`src/hdl/fise_pkg.sv`:
```
package fise_pkg;

    localparam int TICK_W  = 10;
    localparam int SCALE_W = 18;
    localparam int RATE_W  = 24;
    localparam int NS_W    = 30;
    localparam int DUR_W   = 29;
    localparam int TIME_W  = 32;
    localparam int FRAC_W  = 16;
    localparam int PROD_W  = TIME_W + SCALE_W;

    localparam logic [NS_W-1:0] NS_PER_SECOND = 30'd1_000_000_000;

    localparam logic [TIME_W-1:0] ONE_BYTE_LIMIT   = 32'h0000_0080;
    localparam logic [TIME_W-1:0] TWO_BYTE_LIMIT   = 32'h0000_4000;
    localparam logic [TIME_W-1:0] THREE_BYTE_LIMIT = 32'h0020_0000;
    localparam logic [TIME_W-1:0] FOUR_BYTE_LIMIT  = 32'h1000_0000;

    localparam logic [7:0] PREFIX_TWO     = 8'h80;
    localparam logic [7:0] PREFIX_THREE   = 8'hC0;
    localparam logic [7:0] PREFIX_FOUR    = 8'hE0;
    localparam logic [7:0] SATURATED_HEAD = 8'hE0 | 8'h0F;
    localparam logic [7:0] FILL_BYTE      = 8'hFF;
    localparam logic [7:0] WEAK_BYTE      = 8'h01;

    localparam logic [TICK_W-1:0]  TICK_PERIOD_RESET = 10'd40;
    localparam logic [SCALE_W-1:0] SPEED_SCALE_RESET = 18'd65536;

    // register index, taken from paddr[2]
    localparam logic REG_TICK_PERIOD = 1'b0;
    localparam logic REG_SPEED_SCALE = 1'b1;

    typedef struct packed {
        logic              track_start;
        logic              data_bit;
        logic              weak_bit;
        logic [RATE_W-1:0] cell_bitrate;
    } t_in_item;

    typedef struct packed {
        logic [7:0] code_byte;
        logic       last_byte;
    } t_out_item;

    // classified cell as it passes from front to back
    typedef struct packed {
        logic             track_start;
        logic             pulse;
        logic             weak_bit;
        logic [DUR_W-1:0] duration_ns;
    } t_cell;

    typedef enum logic [1:0] {
        F_IDLE,
        F_DIV,
        F_PUSH
    } t_front_state;

    typedef enum logic [1:0] {
        B_IDLE,
        B_DIV,
        B_ENC,
        B_EMIT
    } t_back_state;

endpackage

```
`src/hdl/flux_interval_stream_encoder.sv`:
```
// Flux interval stream encoder: one floppy bit cell in per beat, 1 to 5 stream bytes out per
// cell that carries a flux transition or weak bit (none for a quiet cell), with last_byte set
// on the final byte of each cell. The front computes each cell's duration with a 30-step
// divider and takes no new cell until it has pushed the last one; a queue of QUEUE_DEPTH
// cells decouples it from the back, which divides the elapsed time by the tick period in
// 32 steps, scales it, and sends the bytes one per cycle while the output is not stalled.
// Registers: 0x0 tick_period_ns (10 bits, 0 acts as 1), 0x4 speed_scale_q16 (18 bits, Q16);
// write them only while the block is idle.
module flux_interval_stream_encoder #(
    parameter int QUEUE_DEPTH = 2
) (
    input  logic                i_clk,
    input  logic                i_rst_n,
    input  logic                i_in_valid,
    output logic                o_in_stall,
    input  fise_pkg::t_in_item  i_in_item,
    output logic                o_out_valid,
    input  logic                i_out_stall,
    output fise_pkg::t_out_item o_out_item,
    input  logic                psel,
    input  logic                penable,
    input  logic                pwrite,
    input  logic [2:0]          paddr,
    input  logic [31:0]         pwdata,
    output logic [31:0]         prdata,
    output logic                pready
);

    logic [fise_pkg::TICK_W-1:0]  r_tick_period;
    logic [fise_pkg::SCALE_W-1:0] r_speed_scale;

    logic            q_push;
    logic            q_full;
    logic            q_pop;
    logic            q_valid;
    fise_pkg::t_cell q_in;
    fise_pkg::t_cell q_out;

    assign pready = 1'b1;

    always_ff @(posedge i_clk) begin
        if (!i_rst_n) begin
            r_tick_period <= fise_pkg::TICK_PERIOD_RESET;
            r_speed_scale <= fise_pkg::SPEED_SCALE_RESET;
        end else if (psel && penable && pwrite && pready) begin
            unique case (paddr[2])
                fise_pkg::REG_TICK_PERIOD: r_tick_period <= pwdata[fise_pkg::TICK_W-1:0];
                fise_pkg::REG_SPEED_SCALE: r_speed_scale <= pwdata[fise_pkg::SCALE_W-1:0];
                default: ;
            endcase
        end
    end

    always_comb begin
        unique case (paddr[2])
            fise_pkg::REG_TICK_PERIOD: prdata = 32'(r_tick_period);
            fise_pkg::REG_SPEED_SCALE: prdata = 32'(r_speed_scale);
            default:                   prdata = '0;
        endcase
    end

    fise_front u_front (
        .i_clk   (i_clk),
        .i_rst_n (i_rst_n),
        .i_valid (i_in_valid),
        .o_stall (o_in_stall),
        .i_item  (i_in_item),
        .o_push  (q_push),
        .o_cell  (q_in),
        .i_full  (q_full)
    );

    fise_queue #(
        .DEPTH (QUEUE_DEPTH)
    ) u_queue (
        .i_clk   (i_clk),
        .i_rst_n (i_rst_n),
        .i_push  (q_push),
        .i_data  (q_in),
        .o_full  (q_full),
        .i_pop   (q_pop),
        .o_valid (q_valid),
        .o_data  (q_out)
    );

    fise_back u_back (
        .i_clk         (i_clk),
        .i_rst_n       (i_rst_n),
        .i_q_valid     (q_valid),
        .i_cell        (q_out),
        .o_pop         (q_pop),
        .i_tick_period (r_tick_period),
        .i_speed_scale (r_speed_scale),
        .o_out_valid   (o_out_valid),
        .o_out_item    (o_out_item),
        .i_out_stall   (i_out_stall)
    );

endmodule

```
`src/hdl/fise_div.sv`:
```
module fise_div #(
    parameter int DVD_W = 32,
    parameter int DVR_W = 10
) (
    input  logic             i_clk,
    input  logic             i_rst_n,
    input  logic             i_start,
    input  logic [DVD_W-1:0] i_dividend,
    input  logic [DVR_W-1:0] i_divisor,
    output logic             o_done,
    output logic [DVD_W-1:0] o_quotient
);

    localparam int CNT_W = $clog2(DVD_W + 1);

    logic             r_busy;
    logic             r_done;
    logic [CNT_W-1:0] r_cnt;
    logic [DVR_W-1:0] r_rem;
    logic [DVR_W-1:0] r_dvr;
    logic [DVD_W-1:0] r_quo;

    logic [DVR_W:0]   trial;
    logic             ge;
    logic [DVR_W:0]   diff;

    // restoring division, one quotient bit per cycle
    always_comb begin
        trial = {r_rem, r_quo[DVD_W-1]};
        ge    = trial >= {1'b0, r_dvr};
        diff  = trial - {1'b0, r_dvr};
    end

    always_ff @(posedge i_clk) begin
        if (!i_rst_n) begin
            r_busy <= 1'b0;
            r_done <= 1'b0;
        end else begin
            r_done <= 1'b0;
            if (i_start) begin
                r_busy <= 1'b1;
            end else if (r_busy && r_cnt == CNT_W'(1)) begin
                r_busy <= 1'b0;
                r_done <= 1'b1;
            end
        end
    end

    always_ff @(posedge i_clk) begin
        if (i_start) begin
            r_cnt <= CNT_W'(DVD_W);
            r_rem <= '0;
            r_dvr <= i_divisor;
            r_quo <= i_dividend;
        end else if (r_busy) begin
            r_cnt <= r_cnt - CNT_W'(1);
            r_rem <= ge ? diff[DVR_W-1:0] : trial[DVR_W-1:0];
            r_quo <= {r_quo[DVD_W-2:0], ge};
        end
    end

    assign o_done     = r_done;
    assign o_quotient = r_quo;

endmodule

```
`src/hdl/fise_queue.sv`:
```
module fise_queue #(
    parameter int DEPTH = 2
) (
    input  logic           i_clk,
    input  logic           i_rst_n,
    input  logic           i_push,
    input  fise_pkg::t_cell i_data,
    output logic           o_full,
    input  logic           i_pop,
    output logic           o_valid,
    output fise_pkg::t_cell o_data
);

    localparam int PTR_W = (DEPTH > 1) ? $clog2(DEPTH) : 1;
    localparam int CNT_W = $clog2(DEPTH + 1);

    fise_pkg::t_cell  r_mem [DEPTH];
    logic [PTR_W-1:0] r_wr;
    logic [PTR_W-1:0] r_rd;
    logic [CNT_W-1:0] r_cnt;

    logic do_push;
    logic do_pop;

    assign o_full  = r_cnt == CNT_W'(DEPTH);
    assign o_valid = r_cnt != '0;
    assign o_data  = r_mem[r_rd];
    assign do_push = i_push && !o_full;
    assign do_pop  = i_pop && o_valid;

    always_ff @(posedge i_clk) begin
        if (!i_rst_n) begin
            r_wr  <= '0;
            r_rd  <= '0;
            r_cnt <= '0;
        end else begin
            if (do_push) begin
                r_wr <= (r_wr == PTR_W'(DEPTH - 1)) ? '0 : r_wr + PTR_W'(1);
            end
            if (do_pop) begin
                r_rd <= (r_rd == PTR_W'(DEPTH - 1)) ? '0 : r_rd + PTR_W'(1);
            end
            if (do_push && !do_pop) begin
                r_cnt <= r_cnt + CNT_W'(1);
            end else if (do_pop && !do_push) begin
                r_cnt <= r_cnt - CNT_W'(1);
            end
        end
    end

    always_ff @(posedge i_clk) begin
        if (do_push) begin
            r_mem[r_wr] <= i_data;
        end
    end

endmodule

```
`src/hdl/fise_front.sv`:
```
module fise_front (
    input  logic               i_clk,
    input  logic               i_rst_n,
    input  logic               i_valid,
    output logic               o_stall,
    input  fise_pkg::t_in_item i_item,
    output logic               o_push,
    output fise_pkg::t_cell    o_cell,
    input  logic               i_full
);

    fise_pkg::t_front_state r_state;
    fise_pkg::t_front_state n_state;
    fise_pkg::t_cell        r_cell;

    logic                          accept;
    logic                          div_start;
    logic                          div_done;
    logic [fise_pkg::NS_W-1:0]     div_quo;
    logic [fise_pkg::RATE_W:0]     divisor;

    // cell time is 1e9 / (2 * bitrate)
    assign divisor = {i_item.cell_bitrate, 1'b0};
    assign accept  = i_valid && !o_stall;

    fise_div #(
        .DVD_W (fise_pkg::NS_W),
        .DVR_W (fise_pkg::RATE_W + 1)
    ) u_div (
        .i_clk      (i_clk),
        .i_rst_n    (i_rst_n),
        .i_start    (div_start),
        .i_dividend (fise_pkg::NS_PER_SECOND),
        .i_divisor  (divisor),
        .o_done     (div_done),
        .o_quotient (div_quo)
    );

    always_comb begin
        n_state   = r_state;
        o_stall   = 1'b1;
        o_push    = 1'b0;
        div_start = 1'b0;
        unique case (r_state)
            fise_pkg::F_IDLE: begin
                o_stall = 1'b0;
                if (i_valid) begin
                    if (i_item.cell_bitrate == '0) begin
                        n_state = fise_pkg::F_PUSH;
                    end else begin
                        div_start = 1'b1;
                        n_state   = fise_pkg::F_DIV;
                    end
                end
            end
            fise_pkg::F_DIV: begin
                if (div_done) begin
                    n_state = fise_pkg::F_PUSH;
                end
            end
            fise_pkg::F_PUSH: begin
                o_push = 1'b1;
                if (!i_full) begin
                    n_state = fise_pkg::F_IDLE;
                end
            end
            default: n_state = fise_pkg::F_IDLE;
        endcase
    end

    always_ff @(posedge i_clk) begin
        if (!i_rst_n) begin
            r_state <= fise_pkg::F_IDLE;
        end else begin
            r_state <= n_state;
        end
    end

    always_ff @(posedge i_clk) begin
        if (accept) begin
            r_cell.track_start <= i_item.track_start;
            r_cell.pulse       <= i_item.data_bit || i_item.weak_bit;
            r_cell.weak_bit    <= i_item.weak_bit;
            r_cell.duration_ns <= '0;
        end else if (div_done) begin
            r_cell.duration_ns <= div_quo[fise_pkg::DUR_W-1:0];
        end
    end

    assign o_cell = r_cell;

endmodule

```
`src/hdl/fise_back.sv`:
```
module fise_back (
    input  logic                         i_clk,
    input  logic                         i_rst_n,
    input  logic                         i_q_valid,
    input  fise_pkg::t_cell              i_cell,
    output logic                         o_pop,
    input  logic [fise_pkg::TICK_W-1:0]  i_tick_period,
    input  logic [fise_pkg::SCALE_W-1:0] i_speed_scale,
    output logic                         o_out_valid,
    output fise_pkg::t_out_item          o_out_item,
    input  logic                         i_out_stall
);

    localparam int TW = fise_pkg::TIME_W;

    fise_pkg::t_back_state r_state;
    fise_pkg::t_back_state n_state;

    logic [TW-1:0]              r_elapsed;
    logic [TW-1:0]              r_last;
    logic                       r_weak;
    logic [fise_pkg::DUR_W-1:0] r_dur;
    logic [TW-1:0]              r_pos;
    logic [39:0]                r_sh;
    logic [2:0]                 r_cnt;
    logic                       r_out_valid;
    fise_pkg::t_out_item        r_out;

    logic                          out_free;
    logic                          out_load;
    logic                          div_start;
    logic                          div_done;
    logic [TW-1:0]                 div_quo;
    logic [fise_pkg::TICK_W-1:0]   period;
    logic [TW-1:0]                 base_elapsed;
    logic [TW-1:0]                 base_last;
    logic [TW-1:0]                 dur_ext;
    logic [fise_pkg::PROD_W-1:0]   prod;
    logic [TW-1:0]                 delta;
    logic [31:0]                   code;
    logic [2:0]                    code_len;
    logic [39:0]                   seq;

    assign period       = (i_tick_period == '0) ? fise_pkg::TICK_W'(1) : i_tick_period;
    assign base_elapsed = i_cell.track_start ? '0 : r_elapsed;
    assign base_last    = i_cell.track_start ? '0 : r_last;
    assign dur_ext      = TW'(i_cell.duration_ns);
    assign out_free     = !r_out_valid || !i_out_stall;

    fise_div #(
        .DVD_W (TW),
        .DVR_W (fise_pkg::TICK_W)
    ) u_div (
        .i_clk      (i_clk),
        .i_rst_n    (i_rst_n),
        .i_start    (div_start),
        .i_dividend (base_elapsed),
        .i_divisor  (period),
        .o_done     (div_done),
        .o_quotient (div_quo)
    );

    assign prod = {{fise_pkg::SCALE_W{1'b0}}, div_quo}
                * {{TW{1'b0}}, i_speed_scale};

    // prefix code of the delta, left aligned
    always_comb begin
        delta = r_pos - r_last;
        if (delta < fise_pkg::ONE_BYTE_LIMIT) begin
            code     = {delta[7:0], 24'd0};
            code_len = 3'd1;
        end else if (delta < fise_pkg::TWO_BYTE_LIMIT) begin
            code     = {fise_pkg::PREFIX_TWO | {2'b00, delta[13:8]}, delta[7:0], 16'd0};
            code_len = 3'd2;
        end else if (delta < fise_pkg::THREE_BYTE_LIMIT) begin
            code     = {fise_pkg::PREFIX_THREE | {3'b000, delta[20:16]},
                        delta[15:8], delta[7:0], 8'd0};
            code_len = 3'd3;
        end else if (delta < fise_pkg::FOUR_BYTE_LIMIT) begin
            code     = {fise_pkg::PREFIX_FOUR | {4'b0000, delta[27:24]},
                        delta[23:16], delta[15:8], delta[7:0]};
            code_len = 3'd4;
        end else begin
            code     = {fise_pkg::SATURATED_HEAD, fise_pkg::FILL_BYTE,
                        fise_pkg::FILL_BYTE, fise_pkg::FILL_BYTE};
            code_len = 3'd4;
        end
        seq = {code, 8'd0};
        if (r_weak) begin
            case (code_len)
                3'd1:    seq[31:24] = fise_pkg::WEAK_BYTE;
                3'd2:    seq[23:16] = fise_pkg::WEAK_BYTE;
                3'd3:    seq[15:8]  = fise_pkg::WEAK_BYTE;
                default: seq[7:0]   = fise_pkg::WEAK_BYTE;
            endcase
        end
    end

    always_comb begin
        n_state   = r_state;
        o_pop     = 1'b0;
        div_start = 1'b0;
        out_load  = 1'b0;
        unique case (r_state)
            fise_pkg::B_IDLE: begin
                if (i_q_valid) begin
                    o_pop = 1'b1;
                    if (i_cell.pulse) begin
                        div_start = 1'b1;
                        n_state   = fise_pkg::B_DIV;
                    end
                end
            end
            fise_pkg::B_DIV: begin
                if (div_done) begin
                    n_state = fise_pkg::B_ENC;
                end
            end
            fise_pkg::B_ENC: begin
                n_state = fise_pkg::B_EMIT;
            end
            fise_pkg::B_EMIT: begin
                if (out_free) begin
                    out_load = 1'b1;
                    if (r_cnt == 3'd1) begin
                        n_state = fise_pkg::B_IDLE;
                    end
                end
            end
            default: n_state = fise_pkg::B_IDLE;
        endcase
    end

    always_ff @(posedge i_clk) begin
        if (!i_rst_n) begin
            r_state     <= fise_pkg::B_IDLE;
            r_out_valid <= 1'b0;
            r_elapsed   <= '0;
            r_last      <= '0;
        end else begin
            r_state <= n_state;
            if (out_load) begin
                r_out_valid <= 1'b1;
            end else if (!i_out_stall) begin
                r_out_valid <= 1'b0;
            end
            if (o_pop) begin
                r_last    <= base_last;
                r_elapsed <= i_cell.pulse ? base_elapsed : base_elapsed + dur_ext;
            end else if (r_state == fise_pkg::B_ENC) begin
                r_last    <= r_pos + TW'(r_weak);
                r_elapsed <= r_elapsed + TW'(r_dur);
            end
        end
    end

    always_ff @(posedge i_clk) begin
        if (o_pop) begin
            r_weak <= i_cell.weak_bit;
            r_dur  <= i_cell.duration_ns;
        end
        if (r_state == fise_pkg::B_DIV && div_done) begin
            r_pos <= prod[fise_pkg::FRAC_W +: TW];
        end
        if (r_state == fise_pkg::B_ENC) begin
            r_sh  <= seq;
            r_cnt <= code_len + 3'(r_weak);
        end else if (out_load) begin
            r_sh  <= {r_sh[31:0], 8'd0};
            r_cnt <= r_cnt - 3'd1;
        end
        if (out_load) begin
            r_out.code_byte <= r_sh[39:32];
            r_out.last_byte <= r_cnt == 3'd1;
        end
    end

    assign o_out_valid = r_out_valid;
    assign o_out_item  = r_out;

endmodule

```
`config.mk`:
```
export PLATFORM = sky130hd
export DESIGN_NAME = flux_interval_stream_encoder
export DESIGN_NICKNAME = d
export VERILOG_FILES = /design/src/hdl/fise_pkg.sv /design/src/hdl/flux_interval_stream_encoder.sv /design/src/hdl/fise_div.sv /design/src/hdl/fise_queue.sv /design/src/hdl/fise_front.sv /design/src/hdl/fise_back.sv
export SDC_FILE = /design/constraint.sdc
export NUM_CORES = 2
export LEC_CHECK = 0
export ABC_AREA = 1
export BUFFER_PORTS_ARGS = -buffer_cell sky130_fd_sc_hd__buf_4
export CORE_MARGIN = 1
export CORE_UTILIZATION = 60
export DETAILED_ROUTE_END_ITERATION = 10
export PLACE_DENSITY = 0.77
export SLEW_MARGIN = 5
export SYNTH_ARGS = -nofsm -noshare
export SYNTH_HDL_FRONTEND = slang
export SYNTH_HIERARCHICAL = 1
export SYNTH_SLANG_ARGS = --single-unit
export TNS_END_PERCENT = 5
```
`constraint.sdc`:
```
create_clock -name i_clk -period 8.47 [get_ports i_clk]
set_input_delay 0.4235 -clock i_clk [delete_from_list [all_inputs] [get_ports i_clk]]
set_output_delay 0.4235 -clock i_clk [all_outputs]
set_load 0.005 [all_outputs]
```
# --- Word level (Yosys, flattened, before mapping) ---
# Memory sizes are Yosys's and may differ from the RTL's. A register that Yosys moved wholly into a read port is not among the register bits.
# Index checks and enable logic that the tools add are counted.
word_totals:
  ram_bits: 64
  out_inout_bits: 44
  n_memories: 1
  ff_bits: 393
  word_cells: 182
  in_bits: 69
op_classes:
  n_lt_le_gt_ge: 6
  n_bitwise: 2
  n_addsub: 14
  n_eq_ne: 22
  mux: 67
  multipliers: 1
  n_reduce_logical: 36
mem_list:
  columns: ["name", "depth", "word_bits", "rd", "rd_ports_with_merged_regs", "write_ports", "line", "text"]
  rows:
  - ["u_queue.r_mem", 2, 32, 1, 1, 1, "fise_queue.sv:17", "fise_pkg::t_cell r_mem [DEPTH];"]
op_table:
  columns: ["op", "count"]
  rows:
  - ["32-bit 2-to-1 mux", 13]
  - ["40-bit 2-to-1 mux", 2]
  - ["32-bit by 29-bit adder with 32-bit output", 2]
  - ["32-bit case mux with 2 select lines", 1]
  - ["32-bit by 18-bit multiplier with 48-bit output", 1]
  - ["32-bit by 1-bit adder with 32-bit output", 1]
  - ["32-bit by 15-bit < comparator with 1-bit output (second input constant)", 1]
  - ["32-bit by 22-bit < comparator with 1-bit output (second input constant)", 1]
  - ["32-bit by 29-bit < comparator with 1-bit output (second input constant)", 1]
  - ["32-bit by 8-bit < comparator with 1-bit output (second input constant)", 1]
  - ["32-bit subtractor", 1]
  - ["28-bit 2-to-1 mux", 1]
  - ["1-bit 2-to-1 mux", 27]
  - ["26-bit by 25-bit >= comparator with 1-bit output", 1]
  - ["25-bit 2-to-1 mux", 1]
  - ["25-bit subtractor", 1]
  - ["24-bit logical NOT", 1]
  - ["8-bit 2-to-1 mux", 3]
  - ["2-bit 2-to-1 mux", 11]
  - ["3-bit 2-to-1 mux", 5]
  - ["2-bit nonzero test", 7]
  - ["11-bit by 10-bit >= comparator with 1-bit output", 1]
  - ["1-bit logical AND", 10]
  - ["10-bit logical NOT", 1]
  - ["other kinds (28)", 53]

# --- Logic depth before layout (Yosys ltp) ---
depth:
  word_depth: 10
  depth_mapped: 30
  ltp_nobuf: 28

# --- By module ---
# The synthesis kept the hierarchy.
by_module_without_submodules:
  columns: ["mod", "instances", "cells_each", "seq_area_each_um2", "area_each_um2"]
  rows:
  - ["fise_back", 1, 4530, 4554.4, 32389.8]
  - ["fise_div at u_front.u_div", 1, 806, 2292.2, 5591.6]
  - ["fise_div at u_back.u_div", 1, 377, 1621.6, 3120.5]
  - ["fise_queue", 1, 137, 2021.9, 2711.4]
  - ["flux_interval_stream_encoder", 1, 237, 560.5, 1525.2]
  - ["fise_front", 1, 231, 710.7, 1485.2]

# --- Least setup slack after synthesis ---
# No wires, ideal clock.
synth_timing:
  kind: "flip-flop to flip-flop"
  start: "reg u_back.u_div.r_quo[6] (netlist: u_back/u_div/o_quotient[6])"
  end: "reg u_back.r_pos[21], data pin"
  path_slack_ps: 2469
  synth_period_minus_slack_ps: 6001
  arrival_time_ps: 5743
  path_stages_with_launch: 24
  n_path_buf: 2
  required_time_ps: 8212
  setup_time_ps: 258
  cell_sequence: "edfxtp_1 clkbuf_1 buf_1 nand2_1 fa_1 inv_1 fa_1 fa_1 fa_1 fa_1 inv_1 fa_1 inv_1 ha_1 a21oi_1 o21ai_0 inv_1 o21ai_0 inv_1 o21ai_0 a21oi_1 o21ai_0 a31oi_1 xnor2_1"
synth_between:
  elab_chain_len: 1
synth_rtl:
  columns: ["item", "line", "text"]
  rows:
  - ["start: declaration", "fise_div.sv:21", "logic [DVD_W-1:0] r_quo;"]
  - ["start signal: assignment", "fise_div.sv:54", "r_quo <= i_dividend;"]
  - ["start signal: assignment", "fise_div.sv:58", "r_quo <= {r_quo[DVD_W-2:0], ge};"]
  - ["32-bit by 18-bit multiplier with 48-bit output", "fise_back.sv:64", "* {{TW{1'b0}}, i_speed_scale};"]
  - ["net u_back.prod, one bit", "fise_back.sv:38", "logic [fise_pkg::PROD_W-1:0] prod;"]
  - ["end signal: assignment", "fise_back.sv:163", "r_pos <= prod[fise_pkg::FRAC_W +: TW];"]
  - ["end: declaration", "fise_back.sv:23", "logic [TW-1:0] r_pos;"]
# The timed path passes the listed nets, and every way through them passes these cells.
# A chain may end at the register's enable or synchronous reset.

# --- Worst setup path after layout ---
layout_timing:
  start: "reg r_speed_scale[3] (netlist name)"
  end: "reg u_back.r_pos[29], data pin"
layout_between:
  elab_chain_len: 1
layout_rtl:
  columns: ["item", "line", "text"]
  rows:
  - ["start: declaration", "flux_interval_stream_encoder.sv:30", "logic [fise_pkg::SCALE_W-1:0] r_speed_scale;"]
  - ["start signal: assignment", "flux_interval_stream_encoder.sv:44", "r_speed_scale <= fise_pkg::SPEED_SCALE_RESET;"]
  - ["start signal: assignment", "flux_interval_stream_encoder.sv:48", "fise_pkg::REG_SPEED_SCALE: r_speed_scale <= pwdata[fise_pkg::SCALE_W-1:0];"]
  - ["32-bit by 18-bit multiplier with 48-bit output", "fise_back.sv:64", null]
  - ["net u_back.prod, one bit", "fise_back.sv:38", null]
# The timed path passes the listed nets, and every way through them passes these cells.

==> flow_summary.yaml <==
worst_setup_path:
  cp-end-kind: "flip-flop"
  rrSetupSlack_ns: 1.45
  r2r_end: "u_back/r_pos[29]"
  cp.arrival_ns: 7.37
  worst-r2r-cell-count: 21
  path_max_fanout: 25
  r2r_start: "r_speed_scale[3]"
  startpoint_type: "flip-flop"
  path_class: "flip-flop to flip-flop"
  cp_data_required_time_ns: 8.83
grt:
  grtUsageTotal: 0.309
  grt_pass1_wl_um: 195000
  antenna_found_initial: 0
  overflow: 0
  grt_max_degree: 63
  grt_pass1_vias: 38349
yosys:
  synth-main-ff-cell: "edfxtp_1"
  ys_seq_area_frac: 0.251
  yosys_warnings: 6
  async_flop_share: 0
  avgSynthCellArea_sq_um: 7.41
  yosysTopAreaCellShare: 0.206
  synth_area_leaders: "fa_1 21%, edfxtp_1 17%, nand2_1 16%"
  synth_seq_cells: 452
  ys_types: 62
  synth_top_cell_by_area: "fa_1"
  postSynthCellCount: 6318
  netlist_area_sq_um: 46800
  synth_edf_count: 271
finish:
  final_common_cell: "nand2_1"
  areaGrowthSynthToFinish_pct: 7.41
  fin_area_sq_um: 50300
  nNetsFinal: 7139
  num_antenna_cells: 0
  layout-drive-gt1-share: 0.0556
  mostFrequentLayoutCells: "1,973 x nand2_1, 1,407 x inv_1, 482 x fa_1"
clocking:
  h-tree-depth: 2
  cts_buffers: 53
  ctsLongestPathBuffers: 3
  cts_sinks: 452
  cts-root-buf: "clkbuf_16"
  clkSlewWorstSetupHoldPaths_ns: 0.06
  cts_tree: "built"
  insertion_delay_ns: 0.64
  post_cts_buffers: 0
  cts_resized: 0
  hold_buffers: 29
timing:
  max_slew_margin: 0.191
  layout_min_cycle_time_ns: 7.02
  maxSlewViolCount: 0
  fin_skew_ns: 0.0454
  rsz0062_at_grt: "false"
  final.setup.tns_ns: 0
  min_period_over_period: 0.828
  setup_violations: 0
  worst_pin_slew_ns: 1.21
  hold_violations: 0
  fmax_mhz: 143
routing:
  via_per_inst: 5.34
  antenna_left: 0
  routed_wl_um: 121000
  wl_per_cell_um: 16.2
  vias: 39657
  drt_pre_antenna_iters: 6
  drc: 0
  drt_iter0_drc: 3310
floorplan:
  initial_core_util: 0.605
  pin_count: 113
  die_y_um: 281
  die_x_um: 281
  core-area_sq_um: 77300
  dieArea_sq_um: 79200
  rows: 102
place:
  io_buffers: 81
  placed_area_sq_um: 48200
  dp_hpwl_um: 92700
  gp_congestion: 0.983
hold_path:
  hp-class: "input pin to flip-flop"
  worstHoldPathCells: 2
  hold_start: "i_in_item[25]"
  hold_end: "u_front/o_cell[30]"
run_status:
  outcome: "finished clean"
power_and_ir_drop:
  p_leak_nw: 26.8
  power_density_nw_per_um2: 181
  p_total_mw: 9.08
  ir_drop_uv: 206
run:
  max_cap_viol_count: 0
[cells by family (layout without fill, tap and decap cells)]
group           count (synthesis)  after routing  synth area share
flops                         452            452             0.251
simple gates                 2772           2772             0.242
xor+xnor                       87             87            0.0163
compound gates                575            575            0.0684
mux                            32             32            0.0101
buf+inv                      1665           1689             0.139
fa+ha+maj                     731            731             0.273
other cells                     4             46          0.000321
[how the worst max path moves through the flow]
stage,startpoint,depth (start not counted),slack (ns),endpoint
3_3_place_gp,r_speed_scale[8],22,1.68,u_back/r_pos[31]
2_1_floorplan,u_back/u_div/o_quotient[6],23,2.47,u_back/r_pos[21]
5_1_grt,r_speed_scale[3],21,1.08,u_back/r_pos[29]
6_report,r_speed_scale[3],21,1.45,u_back/r_pos[29]
4_1_cts,r_speed_scale[3],21,1.57,u_back/r_pos[29]
3_5_place_dp,r_speed_scale[3],21,1.60,u_back/r_pos[29]
[synth_stat cells, drive strengths merged (40+ instances only)]
| cell | instances |
|---|---|
| edfxtp | 271 |
| xor2 | 46 |
| ha | 249 |
| a21oi | 273 |
| buf | 80 |
| nand3 | 248 |
| o21ai | 174 |
| nand4 | 63 |
| nor2 | 377 |
| fa | 482 |
| dfxtp | 181 |
| inv | 1421 |
| xnor2 | 41 |
| clkbuf | 161 |
| nor3 | 40 |
| nand2 | 1991 |
[layer usage]
metal,share of wire,track usage
met5,0,0
met4,0.034,0.110
met3,0.070,0.0399
met2,0.48,0.522
met1,0.42,0.408
[metrics by stage]
step,util,cells,worst slack [ns],hold WS [ns]
after global placement,0.623,7295,1.68,0.405
after global routing,0.650,7424,1.08,0.0467
after floorplan,-,6360,2.47,0.400
final,0.650,7424,1.45,0.0583
after detailed placement,0.623,7295,1.60,0.408
after CTS,0.650,7424,1.57,0.0183
[worst max-delay path, cell delays in order, from the launching register on]
cell and delay [ns]:
dfxtp_1 1.12, nand2_1 0.19, fa_1 0.56, fa_1 0.51, fa_1 0.51, inv_1 0.05
fa_1 0.52, fa_1 0.55, inv_1 0.05, fa_1 0.52, inv_1 0.04, ha_1 0.34
a21oi_1 0.19, o21ai_0 0.14, inv_1 0.07, o21ai_0 0.06, inv_1 0.05, o21ai_0 0.07
a21oi_1 0.43, o21ai_0 0.30, a21oi_1 0.30, xor2_1 0.12
[cell type report]
class,instances,area [sq um]
tap,1040,1300
clock buffer,65,1430
multi-input combinational,4243,28700
sequential,452,11800
inverter,1424,5350
timing repair buffer,165,1310
clock inverter,35,393
fill,6813,27000
[state kept, by name (all words and copies together), names as in the netlist, 25 cells and up, named ones only]
signal	flops
u_back/u_div/o_quotient	32
u_back/r_sh	33
u_front/o_cell	32
u_back/r_dur	29
u_back/r_pos	32
u_front/u_div/r_dvr	25
u_back/r_last	32
u_front/u_div/r_rem	25
u_front/u_div/o_quotient	30
u_queue/r_mem	64
u_back/r_elapsed	32
[where the power goes]
group / internal [mW] / switching, mW / leakage (nW)
combinational: 1.32 / 2.50 / 21.9
clock: 1.38 / 1.00 / 0.884
sequential: 2.69 / 0.205 / 3.99
total: 5.38 / 3.70 / 26.8
No activity file was read; power rests on OpenSTA's default activity.
